File: config.mk
export PLATFORM = sky130hd
export DESIGN_NAME = bbcw_front
export DESIGN_NICKNAME = d
export VERILOG_FILES = /design/src/hdl/bbcw_pkg.sv /design/src/hdl/bbcw_front.sv
export SDC_FILE = /design/constraint.sdc
export NUM_CORES = 1
export LEC_CHECK = 0
export BUFFER_PORTS_ARGS = -buffer_cell sky130_fd_sc_hd__buf_2
export CORE_ASPECT_RATIO = 1.75
export CORE_MARGIN = 5
export CORE_UTILIZATION = 62
export DETAILED_ROUTE_END_ITERATION = 8
export PLACE_DENSITY = 0.87
export SKIP_LAST_GASP = 1
export SLEW_MARGIN = 20
export SYNTH_ARGS = -nofsm -noshare
export SYNTH_HDL_FRONTEND = slang
export SYNTH_SLANG_ARGS = --single-unit
export TNS_END_PERCENT = 1
File: constraint.sdc
create_clock -name i_clk -period 8.5 [get_ports i_clk]
set_input_delay 0.85 -clock i_clk [delete_from_list [all_inputs] [get_ports i_clk]]
set_output_delay 0.85 -clock i_clk [all_outputs]
set_load 0.03 [all_outputs]
File: src/hdl/bbcw_pkg.sv
// ============================================================================
// bbcw_pkg: shared types and constants of the clipped-window box blur
// Configuration register layout, field widths and input kind codes.
// ============================================================================
package bbcw_pkg;

    // Field widths fixed by the pixel and register formats
    localparam int CH_W     = 8;
    localparam int PIX_W    = 3 * CH_W;
    localparam int RADIUS_W = 4;
    localparam int DIM_W    = 11;

    // Register indexes on the configuration port
    typedef enum logic [1:0] {
        REG_RADIUS = 2'd0,
        REG_WIDTH  = 2'd1,
        REG_HEIGHT = 2'd2,
        REG_NONE   = 2'd3
    } t_reg_idx;

    // Input item kinds
    localparam logic KIND_PIXEL = 1'b0;
    localparam logic KIND_DRAIN = 1'b1;

    // Register reset values
    localparam logic [RADIUS_W-1:0] RADIUS_RST = 4'd1;
    localparam logic [DIM_W-1:0]    WIDTH_RST  = 11'd1024;
    localparam logic [DIM_W-1:0]    HEIGHT_RST = 11'd1024;

    // Configuration as seen by the front end
    typedef struct packed {
        logic [RADIUS_W-1:0] radius;
        logic [DIM_W-1:0]    image_width;
        logic [DIM_W-1:0]    image_height;
    } t_cfg;

endpackage

File: src/hdl/bbcw_front.sv
// ============================================================================
// bbcw_front: frame tracking and job classification
// Tracks input and output positions, takes the configuration at frame start
// and turns each beat into a job: an optional store write and an optional
// window to average.
// ============================================================================
module bbcw_front #(
    parameter  int MAX_WIDTH  = 1024,
    parameter  int MAX_HEIGHT = 1024,
    parameter  int MAX_RADIUS = 15,
    localparam int WW    = $clog2(MAX_WIDTH + 1),
    localparam int HW    = $clog2(MAX_HEIGHT + 1),
    localparam int RW    = $clog2(MAX_RADIUS + 1),
    localparam int CW    = $clog2(2 * MAX_RADIUS + 2),
    localparam int RING  = (2 * MAX_RADIUS + 1) * (MAX_WIDTH + 1),
    localparam int AW    = $clog2(RING),
    localparam int PW    = $clog2(MAX_RADIUS * MAX_WIDTH + MAX_RADIUS
                                  + MAX_WIDTH * MAX_HEIGHT + 1),
    localparam int JOB_W = 3 + 24 + 2 * AW + 2 * RW + 2 * CW + WW
) (
    input  logic                 i_clk,
    input  logic                 i_rst_n,
    input  bbcw_pkg::t_cfg       i_cfg,
    input  logic                 i_valid,
    output logic                 o_ready,
    input  logic                 i_kind,
    input  logic [23:0]          i_pixel,
    output logic                 o_push,
    output logic [JOB_W-1:0]     o_job,
    input  logic                 i_full
);
    import bbcw_pkg::*;

    typedef struct packed {
        logic              wen;
        logic [PIX_W-1:0]  px;
        logic [AW-1:0]     wr_addr;
        logic              emit;
        logic              last;
        logic [AW-1:0]     out_addr;
        logic [RW-1:0]     yoff;
        logic [RW-1:0]     xoff;
        logic [CW-1:0]     rows;
        logic [CW-1:0]     cols;
        logic [WW-1:0]     w;
    } t_job;

    logic [PW-1:0] r_pos;
    logic [PW-1:0] r_delay;
    logic [PW-1:0] r_area;
    logic [AW-1:0] r_wr_addr;
    logic [AW-1:0] r_out_addr;
    logic [HW-1:0] r_out_row;
    logic [WW-1:0] r_out_col;
    logic [RW-1:0] r_act_r;
    logic [WW-1:0] r_act_w;
    logic [HW-1:0] r_act_h;

    logic          first;
    logic          accept;
    logic [RW-1:0] sat_r;
    logic [WW-1:0] sat_w;
    logic [HW-1:0] sat_h;
    logic [RW-1:0] cur_r;
    logic [WW-1:0] cur_w;
    logic [HW-1:0] cur_h;
    logic          emit;
    logic          last;
    int            below_y;
    int            below_x;
    logic [RW-1:0] yoff;
    logic [RW-1:0] xoff;
    logic [RW-1:0] ylow;
    logic [RW-1:0] xlow;
    t_job          job;

    assign o_ready = ~i_full;
    assign accept  = i_valid & ~i_full;
    assign o_push  = accept;
    assign first   = (r_pos == '0);

    // Saturate the registers to the supported range
    always_comb begin
        sat_r = (int'(i_cfg.radius) > MAX_RADIUS) ? RW'(MAX_RADIUS) : RW'(i_cfg.radius);
        if (i_cfg.image_width == '0) begin
            sat_w = WW'(1);
        end else if (int'(i_cfg.image_width) > MAX_WIDTH) begin
            sat_w = WW'(MAX_WIDTH);
        end else begin
            sat_w = WW'(i_cfg.image_width);
        end
        if (i_cfg.image_height == '0) begin
            sat_h = HW'(1);
        end else if (int'(i_cfg.image_height) > MAX_HEIGHT) begin
            sat_h = HW'(MAX_HEIGHT);
        end else begin
            sat_h = HW'(i_cfg.image_height);
        end
    end

    // Classification of the current beat
    always_comb begin
        cur_r = first ? sat_r : r_act_r;
        cur_w = first ? sat_w : r_act_w;
        cur_h = first ? sat_h : r_act_h;
        emit  = first ? (sat_r == '0) : (r_pos >= r_delay);
        last  = emit && (r_out_row == cur_h - HW'(1)) && (r_out_col == cur_w - WW'(1));

        // Window extent around the output pixel, clipped to the frame
        yoff    = (int'(r_out_row) < int'(cur_r)) ? RW'(r_out_row) : cur_r;
        xoff    = (int'(r_out_col) < int'(cur_r)) ? RW'(r_out_col) : cur_r;
        below_y = int'(cur_h) - 1 - int'(r_out_row);
        below_x = int'(cur_w) - 1 - int'(r_out_col);
        ylow    = (below_y < int'(cur_r)) ? RW'(below_y) : cur_r;
        xlow    = (below_x < int'(cur_r)) ? RW'(below_x) : cur_r;

        job.wen      = first || (r_pos < r_area);
        job.px       = (i_kind == KIND_PIXEL) ? i_pixel : '0;
        job.wr_addr  = r_wr_addr;
        job.emit     = emit;
        job.last     = last;
        job.out_addr = r_out_addr;
        job.yoff     = yoff;
        job.xoff     = xoff;
        job.rows     = CW'(yoff) + CW'(ylow) + CW'(1);
        job.cols     = CW'(xoff) + CW'(xlow) + CW'(1);
        job.w        = cur_w;
    end

    assign o_job = job;

    // Position counters and the per-frame copy of the configuration
    always_ff @(posedge i_clk) begin
        if (!i_rst_n) begin
            r_pos      <= '0;
            r_delay    <= '0;
            r_area     <= '0;
            r_wr_addr  <= '0;
            r_out_addr <= '0;
            r_out_row  <= '0;
            r_out_col  <= '0;
            r_act_r    <= '0;
            r_act_w    <= '0;
            r_act_h    <= '0;
        end else if (accept) begin
            if (first) begin
                r_act_r <= sat_r;
                r_act_w <= sat_w;
                r_act_h <= sat_h;
                r_delay <= PW'(sat_r) * PW'(sat_w) + PW'(sat_r);
                r_area  <= PW'(sat_h) * PW'(sat_w);
            end
            if (last) begin
                r_pos      <= '0;
                r_wr_addr  <= '0;
                r_out_addr <= '0;
                r_out_row  <= '0;
                r_out_col  <= '0;
            end else begin
                r_pos     <= r_pos + PW'(1);
                r_wr_addr <= (int'(r_wr_addr) == RING - 1) ? '0 : r_wr_addr + AW'(1);
                if (emit) begin
                    r_out_addr <= (int'(r_out_addr) == RING - 1) ? '0
                                                                  : r_out_addr + AW'(1);
                    if (r_out_col == cur_w - WW'(1)) begin
                        r_out_col <= '0;
                        r_out_row <= r_out_row + HW'(1);
                    end else begin
                        r_out_col <= r_out_col + WW'(1);
                    end
                end
            end
        end
    end

endmodule

==> summary.md <==
| Metric | Value |
|---|---|
| Detailed-route via count | around 15000 |
| Share of cells above drive strength 1 | between 10% and 20% |
| Crit path buf inv count | 2 |
| Maxcap violations | 0 |
| Post-synth ARST share | 0% |
| Final net count | 2412 |
| Setup Buffers After CTS | 0 |
| Antenna Cells | 0 |
| Status | complete, no violations |
| Most frequent cells in the layout | 268 x nand2_1, 211 x inv_1, 177 x ha_1, 159 x nor2_1, 142 x buf_2 |
| Hold path cells | 2 |
| Post-Synth Adder-Cell Area | between 20% and 30% |
| Initial DRC count | between 1000 and 1500 |
| Area contributors post-synth | dfxtp_1 18%, ha_1 14%, fa_1 13%, nand2_1 6.5%, inv_1 5.2% |
| Slew HR | about a third |
| Clock Latency Late Sink | 0.44 ns |
| Compound-cell area share of the yosys netlist | 14.5% |
| Crit path max fanout | 41 |
| Clock sinks | around 140 |
| Critical path cell sequence | inv_1 -> ha_1 -> nor4b_2 -> and4_1 -> nand2_2 -> a2111oi_0 -> a31oi_1 -> ha_1 -> o21a_1 -> o31a_1 -> a21oi_1 -> ha_1 -> a2111oi_0 -> o2111ai_1 -> nor4_2 -> a211oi_4 -> mux2_1 -> ha_1 -> fa_1 -> nor2b_1 -> o21ai_0 -> nand2b_1 -> buf_2 |
| Leakage Power | between 7 and 8 nW |
| Cell Area, Synth | 15400 um2 |
| Clock buffer count from CTS | 17 |
| Simple-gate area share of the yosys netlist | around a quarter |
| Minimum clock period | between 7 and 8 ns |
| Critical Path Stages | 23 |
| Req. time, crit path | 7.65 ns |
| Sequential Area | between 2000 and 3000 um2 |
| DP Wirelength | between 30 and 40 mm |
| Syn_nets | 2319 |
| CP top delay family | compound AO/OA/AOI/OAI gates |
| Post-synth EDFFs | 0 |
| Core Footprint | approximately 25000 um2 |
| Synth Register Bits | 136 |
| Synth area leader | dfxtp_1 |
| Post-synth top area share | between 10% and 20% |
| Worst R2R Path Depth | 21 |
| Setup TNS | 0 ns |
| Hold_ws | 0.455 ns |
| Gpl congestion | approximately 1 |
| Area growth syn-to-layout | 9.55% |
| Wire length per cell | between 15 and 20 um |
| Total gr overflow | 0 |
| Hold Path Class | reg -> reg |
| Clk slew on worst S/H paths | around 0.06 ns |
| Ys Warns | 0 |
| Final max-slew violation count | 0 |
| Primary FF master, synth | dfxtp_1 |
| Critical path type | reg -> out |
| Most common cell after layout, fill and taps aside | nand2_1 |
| Largest family of logic cells by synthesized area | adder cells |
| Distinct cells, synth | between 70 and 80 |
| Residual DRC | 0 |
| CTS max path bufs | 2 |
| RSZ-0062 raised after global routing | no |
| Startpoint Class | flip-flop |
| Mean post-synth cell area | between 7 and 8 um2 |
| Largest net degree at the start of global routing | between 70 and 80 |
| TritonCTS clock tree | done |
| Initial DRT Pass Iterations | 6 |
| Mux cell area share after synthesis | approximately 2.6% |
| # hold bufs at CTS | 0 |
| Total power | roughly 0.0025 W |
| Final hold vios | 0 |
| Root buffer cell | clkbuf_16 |
| Crit. End Element | primary output |
| Number of global-route vias before repair | roughly 15000 |
| # port buffers | ~140 |
| Final Setup Violations | 0 |
| IR drop worst, VDD | ~0.16 mV |
| Period utilization | between 80% and 90% |
| Actual slew at the worst max-slew pin | between 1 and 1.5 ns |
| Vias per Instance | slightly above 6 |
| Number of gates resized after CTS | 0 |
| Synth Area in XOR/XNOR | between 5 and 6% |
| Clock Skews | 0.0134 ns |
| Total Wirelength | ~45 mm |
| Die height | 219 um |
| GRT Total Usage | ~32% |
| Cells after Synth | between 1500 and 2000 |
| Pwr dens | approximately 150 nW/um2 |
| Crit-path max cell delay | roughly 0.7 ns |
| Routed Antenna Nets | 0 |
| FILL cells | approximately 2000 |
| Area of the multi-input gates | around 12000 um2 |
| CP arrival | between 6 and 7 ns |
| CP most frequent cell | ha_1 |
| CP max-delay cell | a2111oi_0 |
| First-pass GRT wire length | about 73 mm |
| F_max | between 0.1 and 0.15 GHz |
| Sequential element share of the synthesized area | around 18% |
| Die Footprint | roughly 28000 um2 |
| Ports | about 140 |
| Initial Util | 62.7% |
| H-tree levels | 4 |
| Die W | around 130 um |
| Placement Rows | 76 |
| Initial antenna violation count | 0 |
## through the flow
step	utilization (%)	instance area, um2	std cells	worst slack, ns
global placement	66.4	16400	2369	1.38
global route	68.7	16900	2399	0.562
finish	68.7	16900	2399	1.01
CTS	68.7	16900	2399	1.04
detailed placement	66.4	16400	2369	1.35
floorplan	-	15400	1983	1.75
## cell usage after synthesis, types with 9 or more instances
library cell / n
ha_1: 177
nor3_1: 41
nand3_1: 63
dfxtp_1: 136
clkbuf_1: 71
or3_1: 20
a21o_1: 25
fa_1: 104
nor4_1: 22
and2_1: 31
nand2_1: 269
nand4_1: 22
a211oi_1: 13
xnor2_1: 55
and3_1: 20
o31ai_1: 14
xor2_1: 36
nor2_1: 160
a21oi_1: 128
nand2b_1: 25
nor2b_1: 55
buf_2: 9
inv_1: 212
mux2i_1: 25
o21a_1: 13
a31oi_1: 9
o21ai_0: 82
## path summary, 6_finish.rpt
check | from | endpoint | slack [ns]
setup / recovery | r_pos[0] | o_job[20] | 1.01
hold reg to reg | r_delay[13] | r_delay[13] | 0.46
hold / removal | r_delay[13] | r_delay[13] | 0.46
setup reg to reg | r_pos[0] | r_out_addr[9] | 2.10
## per-layer routing
layer / share of wire [%] / vias up / wire length, um / track usage [%]
met5: 0 / - / 0 / 0
met4: 7.9 / 0 / 3610 / 23.1
met3: 5.6 / 227 / 2540 / 5.55
met2: 53 / 656 / 24100 / 59.5
met1: 34 / 7111 / 15200 / 31.3
li1: - / 6892 / - / -
## where the power goes
part	total, W	switching (W)	internal (W)	leakage, nW
Clock	0.000741	0.000295	0.000446	0.267
Combinational	0.00106	0.000665	0.000393	6.42
Sequential	0.000673	0.0000151	0.000658	1.10
Total	0.00247	0.000975	0.00150	7.79
## worst reg2reg max path, delay by kind of cell (launching register included)
| family | cells | cell delay (ns) |
|---|---|---|
| AO/OA/AOI/OAI | 4 | 0.95 |
| XOR/XNOR | 1 | 0.17 |
| adder cells (fa/ha/maj) | 3 | 0.84 |
| buffers and inverters | 1 | 0.10 |
| flip-flops | 1 | 0.34 |
| AND/OR/NAND/NOR | 12 | 3.88 |
## flip-flops by register name, summed over array words and instances, names as in the netlist
register	count
r_delay	16
r_out_col	11
r_out_row	11
r_act_w	11
r_pos	21
r_out_addr	15
r_act_r	4
r_wr_addr	15
r_area	21
r_act_h	11
## cells by family (layout without fill, tap and decap cells)
logic type / after synthesis / count (layout)
flops: 136 / 136
xor+xnor: 91 / 91
compound gates: 355 / 355
buf+inv: 302 / 406
mux: 37 / 37
simple gates: 781 / 781
fa+ha+maj: 281 / 281
## area by class of cell
type	instances	area share, %
clock buffers	24	2.79
clock inverters	6	0.547
inverters	212	4.70
multi-input cells	1545	68.4
flip-flops and latches	136	16.1
well taps	312	2.31
repair buffers	164	5.18
Power figures use the tool's default switching activity.
