File: config.mk
export PLATFORM = sky130hd
export DESIGN_NAME = bbcw_queue
export DESIGN_NICKNAME = d
export VERILOG_FILES = /design/src/hdl/bbcw_queue.sv
export SDC_FILE = /design/constraint.sdc
export NUM_CORES = 1
export LEC_CHECK = 0
export BUFFER_PORTS_ARGS = -buffer_cell sky130_fd_sc_hd__buf_4
export CORE_ASPECT_RATIO = 0.8
export CORE_MARGIN = 2
export CORE_UTILIZATION = 36
export CTS_BUF_LIST = sky130_fd_sc_hd__clkbuf_2 sky130_fd_sc_hd__clkbuf_4 sky130_fd_sc_hd__clkbuf_8
export CTS_CLUSTER_DIAMETER = 150
export DETAILED_ROUTE_END_ITERATION = 8
export PLACE_DENSITY = 0.57
export REMOVE_ABC_BUFFERS = 1
export SETUP_SLACK_MARGIN = 0.3
export SYNTH_ARGS = -nofsm -noshare
export SYNTH_HDL_FRONTEND = slang
export SYNTH_SLANG_ARGS = --single-unit
File: constraint.sdc
create_clock -name i_clk -period 1.18 [get_ports i_clk]
set_input_delay 0.059 -clock i_clk [delete_from_list [all_inputs] [get_ports i_clk]]
set_output_delay 0.059 -clock i_clk [all_outputs]
set_load 0.005 [all_outputs]
File: src/hdl/bbcw_queue.sv
// ============================================================================
// bbcw_queue: two-entry job queue
// Decouples the classifying front end from the window back end.
// ============================================================================
module bbcw_queue #(
    parameter int DW = 8
) (
    input  logic          i_clk,
    input  logic          i_rst_n,
    input  logic          i_push,
    input  logic [DW-1:0] i_data,
    output logic          o_full,
    output logic          o_valid,
    output logic [DW-1:0] o_data,
    input  logic          i_pop
);

    logic [DW-1:0] r_mem [2];
    logic          r_wp;
    logic          r_rp;
    logic [1:0]    r_cnt;

    assign o_full  = (r_cnt == 2'd2);
    assign o_valid = (r_cnt != 2'd0);
    assign o_data  = r_mem[r_rp];

    // Pointers and fill level
    always_ff @(posedge i_clk) begin
        if (!i_rst_n) begin
            r_wp  <= 1'b0;
            r_rp  <= 1'b0;
            r_cnt <= 2'd0;
        end else begin
            if (i_push) begin
                r_wp <= ~r_wp;
            end
            if (i_pop) begin
                r_rp <= ~r_rp;
            end
            case ({i_push, i_pop})
                2'b10:   r_cnt <= r_cnt + 2'd1;
                2'b01:   r_cnt <= r_cnt - 2'd1;
                default: r_cnt <= r_cnt;
            endcase
        end
    end

    // Entry storage
    always_ff @(posedge i_clk) begin
        if (i_push) begin
            r_mem[r_wp] <= i_data;
        end
    end

endmodule

==> results of run 1 <==
## per-layer routing
layer	vias up	wire [microns]	share of wire
met5	-	0	0
met4	0	11	0.0087
met3	2	61	0.048
met2	11	620	0.49
met1	233	565	0.45
li1	252	-	-
## per-stage QoR
stage                     worst slack (ns)  instance area, sq um
after detailed placement           0.09908                  1023
after global routing               -0.1114                  1280
final                             -0.06968                  1280
after global placement              0.1281                  1023
after CTS                         -0.08570                  1270
after floorplan                    0.09776                 789.5
## area by class of cell
class / count / area share
inverter: 1 / 0.002933
sequential: 21 / 0.4594
clock buffer: 4 / 0.02346
tap: 25 / 0.02444
multi-input combinational: 24 / 0.1994
timing repair buffer: 38 / 0.2903
## worst min-delay path, cell delays in order
cell,delay (ns)
buf_4,0.09
nor2b_1,0.04
o21a_1,0.15
## path summary, 6_finish.rpt
| path | cells after the start | slack (ns) | startpoint | endpoint |
|---|---|---|---|---|
| worst max-delay path | 3 | -0.07 | flip-flop | o_data[6] |
| worst min-delay path | 3 | 0.07 | i_push | r_wp$_SDFFE_PN0P_ |
| worst max register to register | 3 | 0.18 | r_cnt[0]$_SDFFE_PN0P_ | r_cnt[1]$_SDFFE_PN0P_ |
| worst min register to register | 2 | 0.58 | r_rp$_SDFFE_PN0P_ | flip-flop |
## kinds of logic (layout without fill, tap and decap cells)
family / Yosys count / after routing
DFF: 21 / 21
and+or+nand+nor: 9 / 9
adders and majority gates: 1 / 1
buffers and inverters: 2 / 43
AOI/OAI and AO/OA: 3 / 3
muxes: 8 / 8
xor gates and xnor gates: 3 / 3
## flip-flops by register name, summed over array words and instances, names as in the netlist, named ones only
register	flops
r_rp	1
r_cnt	2
r_wp	1
r_mem	16
## cell usage after synthesis, drive strengths merged (2+ instances only)
library cell  instances
xnor2                 2
mux2                  8
dfxtp                 5
and2                  4
edfxtp               16
## repair_timing
item                       CTS  global route
hold buffers                 9             0
pin swaps                    3             1
buffers inserted             2             0
gates cloned                 0             0
setup endpoints to repair   27            23
hold endpoints to repair    20             0
gates resized for setup     33             2
## power groups by stage
stage                     Combinational, mW  Clock [mW]  Sequential, mW
after floorplan                       0.103           0           0.883
after global placement                0.234           0           0.880
after detailed placement              0.235           0           0.882
after CTS                             0.350       0.371           0.872
after global routing                  0.383       0.397           0.880
final                                 0.351       0.349           0.874
==> impl_metrics.json, run 1 <==
{
  "maxCapViolCount": 0,
  "layout_common_cells": "buf_6 (17), edfxtp_1 (16), buf_4 (12)",
  "areaGrowthSynthToFinish_pct": 61.10,
  "worstPathRequired_ns": 1.12,
  "switchingPower_uw": 324.4,
  "root_buffer": "clkbuf_4",
  "grt_pass1_wl_microns": 2090,
  "critPathLaunchType": "flip-flop",
  "grt_util_met3": 0.05398,
  "wirelength_microns": 1259,
  "antenna_cells": 0,
  "skew_ns": 0.002344,
  "final_cells": 113,
  "h-tree-depth": 1,
  "slew_headroom": 0.9065,
  "tns_ns": -0.5127,
  "fin_ws_ns": -0.06968,
  "fin_nets": 102,
  "io_pins": 22,
  "clk_pin_slew_ns": 0.11,
  "drt.antenna.violating_nets": 0,
  "synth-compound-area-share": 0.02520,
  "routabilityCongestion": 0.6246,
  "layout_commonest_cell": "buf_6",
  "combPwrFrac": 0.223,
  "internal_power_mw": 1.251,
  "post-route-util": 0.6035,
  "met1_usage": 0.1338,
  "grt_use_total": 0.1136,
  "std_cell_rows": 15,
  "power_frac_seq": 0.555,
  "drc_errors": 0,
  "hold_path.class": "in -> reg",
  "clock-sinks": 21,
  "synth.area.mux_share": 0.1134,
  "fmax_ghz": 0.8002,
  "path_buf_inv": 2,
  "fin_crit_ns": 1.250,
  "synth.distinct_cells": 17,
  "io_buffers": 21,
  "clkPwrFrac": 0.222,
  "synthSimpleGateAreaFrac": 0.07087,
  "synth_ff_type": "edfxtp_1",
  "dieArea_sq_um": 2601,
  "yosysWarningCount": 0,
  "grt_setup_unrepaired": "yes",
  "grt_pass1_vias": 480,
  "cp_common_cell": "buf_6",
  "dp_hpwl_microns": 841.1,
  "synth_top_area_frac": 0.6047,
  "finalMaxSlewViolations": 0,
  "crit_type": "reg -> out",
  "synth_top_area_cell": "edfxtp_1",
  "wl_per_cell_microns": 11.14,
  "synth-seq-area-share": 0.7307,
  "clock_insertion_delay_worst_skew_ns": 0.29,
  "power-per-cell-area_nw_per_um2": 1231,
  "clockBufferDepth": 2,
  "layout-drive-gt1-share": 0.5682,
  "status": "finished with violations",
  "start_util": 0.3746,
  "async_flop_share": 0,
  "multi_input_area_sq_um": 255.2,
  "violations": "negative setup slack",
  "syn_area_sq_um": 794.5,
  "synth-xor-area-share": 0.03307,
  "die_y_microns": 46.02,
  "synth_top_family_by_area": "multiplexers",
  "via_count": 498,
  "synthAdderAreaFrac": 0.01575,
  "synth_edf_count": 16,
  "syn_inst": 47,
  "end_kind": "output pin",
  "first_pass_iters": 2,
  "grt_overflow": 0,
  "grt_start_max_net_pins": 12,
  "slowest_delay_ns": 0.36,
  "dp.cells": 98,
  "finalSetupViolCount": 8,
  "arrival_ns": 1.19,
  "crit_slowest_cell": "dfxtp_2",
  "syn-mean-instance-area_sq_um": 16.90,
  "nFillCells": 178,
  "final_hold_viol_count": 0,
  "peakVddDrop_v": 0.0007638,
  "vias_per_cell": 4.407,
  "drt_iter0_markers": 9,
  "fin_crit_sh": 1.059,
  "tightestPinTransition_ns": 0.1388,
  "cts_tree": "done",
  "top_usage_layer": "met2",
  "antenna_found_initial": 0,
  "seqCellArea_sq_um": 588.1,
  "fp.coreArea_sq_um": 2121,
  "holdWs_ns": 0.07448,
  "ys_seq_elements": 21,
  "path_delay_family": "flip-flops",
  "cts_buffers": 3,
  "dieWidth_microns": 56.53,
  "netlist_top_cells_area": "edfxtp_1 (60%), dfxtp_1 (13%), mux2_2 (11%), and2_1 (3.1%), xnor2_1 (2.2%)",
  "crit_fanout": 4,
  "crit_chain": "buf_6 > mux2_4 > buf_6",
  "swShare": 0.2060,
  "p_leak_nw": 0.5311,
  "power_mw": 1.575,
  "gr-usage-met2": 0.1837
}
No activity file was read; power rests on OpenSTA's default activity.
==> run 2, diff against run 1 <==
--- a/config.mk
+++ b/config.mk
@@ -15,6 +15,7 @@
 export PLACE_DENSITY = 0.57
 export REMOVE_ABC_BUFFERS = 1
 export SETUP_SLACK_MARGIN = 0.3
+export SKIP_LAST_GASP = 1
 export SYNTH_ARGS = -nofsm -noshare
 export SYNTH_HDL_FRONTEND = slang
 export SYNTH_SLANG_ARGS = --single-unit
==> impl_metrics.json, run 2 (same netlist as run 1, synthesis figures left out) <==
{
  "dp_hpwl_microns": 841.1,
  "drc_errors": 0,
  "drt_iter0_markers": 9,
  "top_register": "r_mem",
  "grt_pass1_vias": 480,
  "cts_tree": "done",
  "violations": "negative setup slack",
  "fin_nets": 102,
  "postPlaceCellArea_sq_um": 1023,
  "combPwrFrac": 0.221,
  "stdcell_area_sq_um": 1272,
  "largest_registers": "r_mem (16), r_cnt (2)",
  "start_util": 0.3746,
  "final_hold_viol_count": 0,
  "grt_overflow": 0,
  "switchingPower_uw": 321.9,
  "p_leak_nw": 0.5272,
  "die_y_microns": 46.02,
  "clock_insertion_delay_worst_skew_ns": 0.29,
  "post-route-util": 0.6000,
  "fp.coreArea_sq_um": 2121,
  "crit_slowest_cell": "dfxtp_2",
  "grt_use_total": 0.1136,
  "wirelength_microns": 1258,
  "drt.antenna.violating_nets": 0,
  "power_frac_seq": 0.556,
  "antenna_found_initial": 0,
  "io_buffers": 21,
  "grt_start_max_net_pins": 12,
  "maxCapViolCount": 0,
  "wl_per_cell_microns": 11.13,
  "layout_common_cells": "buf_6 (17), edfxtp_1 (16), buf_4 (12)",
  "arrival_ns": 1.19,
  "power-per-cell-area_nw_per_um2": 1232,
  "tns_ns": -0.5127,
  "crit_fanout": 4,
  "swShare": 0.2053,
  "final_cells": 113,
  "hold_path.class": "in -> reg",
  "std_cell_rows": 15,
  "crit_type": "reg -> out",
  "clk_pin_slew_ns": 0.11,
  "cp_common_cell": "buf_6",
  "antenna_cells": 0,
  "status": "finished with violations",
  "peakVddDrop_v": 0.0007633,
  "h-tree-depth": 1,
  "internal_power_mw": 1.246,
  "reg2reg_to": "r_cnt[1]$_SDFFE_PN0P_",
  "holdWs_ns": 0.07460,
  "grt_setup_unrepaired": "yes",
  "dp.cells": 98,
  "io_pins": 22,
  "path_delay_family": "flip-flops",
  "cts_buffers": 3,
  "via_count": 498,
  "finalSetupViolCount": 8,
  "grt_pass1_wl_microns": 2090,
  "vias_per_cell": 4.407,
  "areaGrowthSynthToFinish_pct": 60.16,
  "fin_crit_ns": 1.250,
  "end_kind": "output pin",
  "crit_chain": "buf_6 > mux2_4 > buf_6",
  "fin_crit_sh": 1.059,
  "power_mw": 1.568,
  "tightestPinTransition_ns": 0.1465,
  "worstPathRequired_ns": 1.12,
  "fin_ws_ns": -0.06968,
  "slowest_delay_ns": 0.36,
  "critPathLaunchType": "flip-flop",
  "first_pass_iters": 2,
  "r2r.worst_path.cells": 3,
  "slew_headroom": 0.9013,
  "place_ws_ns": 0.09908,
  "clock-sinks": 21,
  "routabilityCongestion": 0.6246,
  "path_buf_inv": 2,
  "dieArea_sq_um": 2601,
  "holdCritStartpoint": "i_push",
  "dieWidth_microns": 56.53,
  "largest_reg_flops": 16,
  "nFillCells": 180,
  "clockBufferDepth": 2,
  "regToRegSetupSlack_ns": 0.20,
  "layout-drive-gt1-share": 0.5568,
  "whs_path_depth": 3,
  "fmax_ghz": 0.8002,
  "root_buffer": "clkbuf_4",
  "layout_commonest_cell": "buf_6",
  "clkPwrFrac": 0.223,
  "r2r-start": "r_cnt[0]$_SDFFE_PN0P_",
  "finalMaxSlewViolations": 0,
  "holdPathEnd": "r_wp$_SDFFE_PN0P_",
  "skew_ns": 0.002251
}
==> run 2: metal layers <==
metal	vias to the layer above	GRT usage	part of all wire
met5	-	0	0
met4	0	0.04286	0.0087
met3	2	0.05398	0.048
met2	11	0.1837	0.49
met1	233	0.1338	0.45
li1	252	-	-
==> run 2: worst max-delay path by stage <==
stage	from	endpoint	slack (ns)	cells after the start
floorplan	r_wp$_SDFFE_PN0P_	r_mem[0][0]$_DFFE_PP_	0.1	1
global placement	i_push	r_cnt[1]$_SDFFE_PN0P_	0.13	5
detailed placement	i_push	r_cnt[1]$_SDFFE_PN0P_	0.1	5
CTS	flip-flop	o_data[6]	-0.09	3
global route	flip-flop	o_data[6]	-0.11	3
finish	flip-flop	o_data[6]	-0.07	3
==> run 2: worst min-delay path, stage by stage <==
cell and delay (ns):
buf_4 0.09, nor2b_1 0.04, o21a_1 0.15
==> run 2: final cells by class <==
type	count	area, sq um	share of cell area
Sequential cell	21	588.1	0.4621
Timing Repair Buffer	38	371.6	0.2920
Multi-Input combinational cell	24	247.7	0.1947
Tap cell	25	31.28	0.02458
Clock buffer	4	30.03	0.02360
Inverter	1	3.754	0.002950
==> run 2: power by group through the flow <==
stage               Combinational (mW)  Sequential, mW  Clock, mW
floorplan                        0.103           0.883          0
global placement                 0.234           0.880          0
detailed placement               0.235           0.882          0
CTS                              0.350           0.872      0.371
global route                     0.378           0.879      0.397
finish                           0.346           0.873      0.349
==> run 2: repair_timing <==
item	4_1_cts	5_1_grt
buffers inserted	2	0
pin swaps	3	0
hold buffers	9	0
hold endpoints to repair	20	0
gates resized for setup	33	1
setup endpoints to repair	27	23
==> run 3, diff against run 2 <==
--- a/config.mk
+++ b/config.mk
@@ -12,10 +12,11 @@
 export CTS_BUF_LIST = sky130_fd_sc_hd__clkbuf_2 sky130_fd_sc_hd__clkbuf_4 sky130_fd_sc_hd__clkbuf_8
 export CTS_CLUSTER_DIAMETER = 150
 export DETAILED_ROUTE_END_ITERATION = 8
-export PLACE_DENSITY = 0.57
+export PLACE_DENSITY = 0.65
 export REMOVE_ABC_BUFFERS = 1
 export SETUP_SLACK_MARGIN = 0.3
 export SKIP_LAST_GASP = 1
 export SYNTH_ARGS = -nofsm -noshare
 export SYNTH_HDL_FRONTEND = slang
 export SYNTH_SLANG_ARGS = --single-unit
+export TNS_END_PERCENT = 1
==> impl_metrics.json, run 3 (same netlist as run 1, synthesis figures left out) <==
{
  "grt_start_max_net_pins": 13,
  "combPwrFrac": 0.197,
  "h-tree-depth": 1,
  "grt_pass1_wl_microns": 2249,
  "path_delay_family": "flip-flops",
  "place_ws_ns": 0.02128,
  "fin_ws_ns": -0.08572,
  "drt_iter0_markers": 10,
  "path_depth": 3,
  "clock_insertion_delay_worst_skew_ns": 0.29,
  "peakVddDrop_v": 0.0008191,
  "p_leak_nw": 0.4916,
  "r2r.worst_path.cells": 3,
  "violations": "negative setup slack",
  "finalSetupViolCount": 8,
  "cts_buffers": 3,
  "tightestPinTransition_ns": 0.3659,
  "tns_ns": -0.6241,
  "first_pass_iters": 3,
  "crit_fanout": 5,
  "switchingPower_uw": 328.9,
  "antenna_cells": 0,
  "std_cell_rows": 15,
  "grt_setup_unrepaired": "yes",
  "largest_reg_flops": 16,
  "r2r-start": "r_cnt[0]$_SDFFE_PN0P_",
  "clk_pin_slew_ns": 0.12,
  "internal_power_mw": 1.171,
  "power_frac_seq": 0.580,
  "clockBufferDepth": 2,
  "slowest_delay_ns": 0.36,
  "via_count": 495,
  "swShare": 0.2193,
  "final_hold_viol_count": 0,
  "status": "finished with violations",
  "crit_chain": "buf_6 > mux2_4 > buf_6",
  "fin_crit_ns": 1.266,
  "path_buf_inv": 2,
  "reg2reg_to": "r_cnt[1]$_SDFFE_PN0P_",
  "areaGrowthSynthToFinish_pct": 48.98,
  "critPathLaunchType": "flip-flop",
  "regToRegSetupSlack_ns": 0.10,
  "crit_end": "o_data[6]",
  "crit_slowest_cell": "dfxtp_2",
  "grt_overflow": 0,
  "power-per-cell-area_nw_per_um2": 1267,
  "top_register": "r_mem",
  "largest_registers": "r_mem (16), r_cnt (2)",
  "post_cts_buffers": 0,
  "grt_use_total": 0.1188,
  "layout_common_cells": "buf_4 (18), edfxtp_1 (16), dlygate4sd3_1 (9)",
  "cts_tree": "done",
  "drc_errors": 0,
  "vias_per_cell": 4.541,
  "routabilityCongestion": 0.6297,
  "wirelength_microns": 1366,
  "crit_type": "reg -> out",
  "layout-drive-gt1-share": 0.4762,
  "fin_nets": 98,
  "wl_per_cell_microns": 12.53,
  "whs_path_depth": 3,
  "nFillCells": 183,
  "clkPwrFrac": 0.223,
  "fmax_ghz": 0.7901,
  "grt_pass1_vias": 535,
  "final_cells": 109,
  "finalMaxSlewViolations": 0,
  "maxCapViolCount": 0,
  "drt.antenna.violating_nets": 0,
  "dieArea_sq_um": 2601,
  "start_util": 0.3746,
  "antenna_found_initial": 0,
  "fin_crit_sh": 1.073,
  "root_buffer": "clkbuf_4",
  "clock-sinks": 21,
  "skew_ns": 0.003991,
  "io_buffers": 21,
  "fp.coreArea_sq_um": 2121,
  "arrival_ns": 1.21,
  "layout_commonest_cell": "buf_4",
  "slew_headroom": 0.7561,
  "dp_hpwl_microns": 975.5,
  "dp.cells": 96,
  "io_pins": 22,
  "worstPathRequired_ns": 1.12,
  "dieWidth_microns": 56.53,
  "cp_common_cell": "buf_6",
  "end_kind": "output pin",
  "holdCritStartpoint": "i_push",
  "hold_path.class": "in -> reg",
  "die_y_microns": 46.02
}
## run 3: changes by cell type in the layout (fill, tap and decap cells not counted), sizes merged
cell | before | now
clkbuf | 4 | 3
clkinv | 0 | 1
buf | 29 | 25
## run 3: power groups by stage
stage	sequential (mW)	clock, mW	combinational (mW)
detailed placement	0.883	0	0.236
global route	0.876	0.378	0.321
global placement	0.880	0	0.230
CTS	0.870	0.344	0.299
floorplan	0.883	0	0.103
finish	0.869	0.335	0.295
## run 3: how the worst min path moves through the flow
stage                                 end
floorplan           r_mem[0][0]$_DFFE_PP_
global placement    r_mem[1][4]$_DFFE_PP_
global route            r_wp$_SDFFE_PN0P_
CTS                     r_wp$_SDFFE_PN0P_
detailed placement  r_mem[1][4]$_DFFE_PP_
finish                  r_wp$_SDFFE_PN0P_
## run 3: worst reg2reg max path, stage by stage (launching register included)
cell      delay [ns]
dfxtp_1         0.41
xnor2_1         0.10
or3_1           0.32
a21boi_1        0.18
## run 3: area by class of cell
type,instances,area [sq um],area share
well taps,25,31.28,0.02643
repair buffers,34,304.0,0.2569
multi-input cells,24,235.2,0.1987
clock inverters,1,5.005,0.004228
inverters,1,3.754,0.003171
clock buffers,3,22.52,0.01903
flip-flops and latches,21,581.8,0.4915
## run 3: metrics by stage
step	hold slack, ns	area (sq um)	power, mW	util
5_1_grt	0.08374	1184	1.575	0.5581
3_5_place_dp	0.2473	1008	1.119	0.4755
6_report	0.07894	1184	1.500	0.5581
2_1_floorplan	0.1579	789.5	0.9854	-
3_3_place_gp	0.2454	1008	1.110	0.4755
4_1_cts	0.07669	1184	1.513	0.5581
## run 3: timing repair
item	in CTS	in global routing
pin swaps	0	0
hold buffers	9	0
endpoints found under the hold margin	20	0
endpoints found under the setup margin	27	28
gates resized for setup	16	0
## run 3: metal layers
layer	routed length, microns	vias up	share of wire	track usage
met3	61	0	0.045	0.03409
li1	-	243	-	-
met5	0	-	0	0
met4	0	0	0	0.04286
met1	596	238	0.44	0.1413
met2	708	14	0.52	0.2093
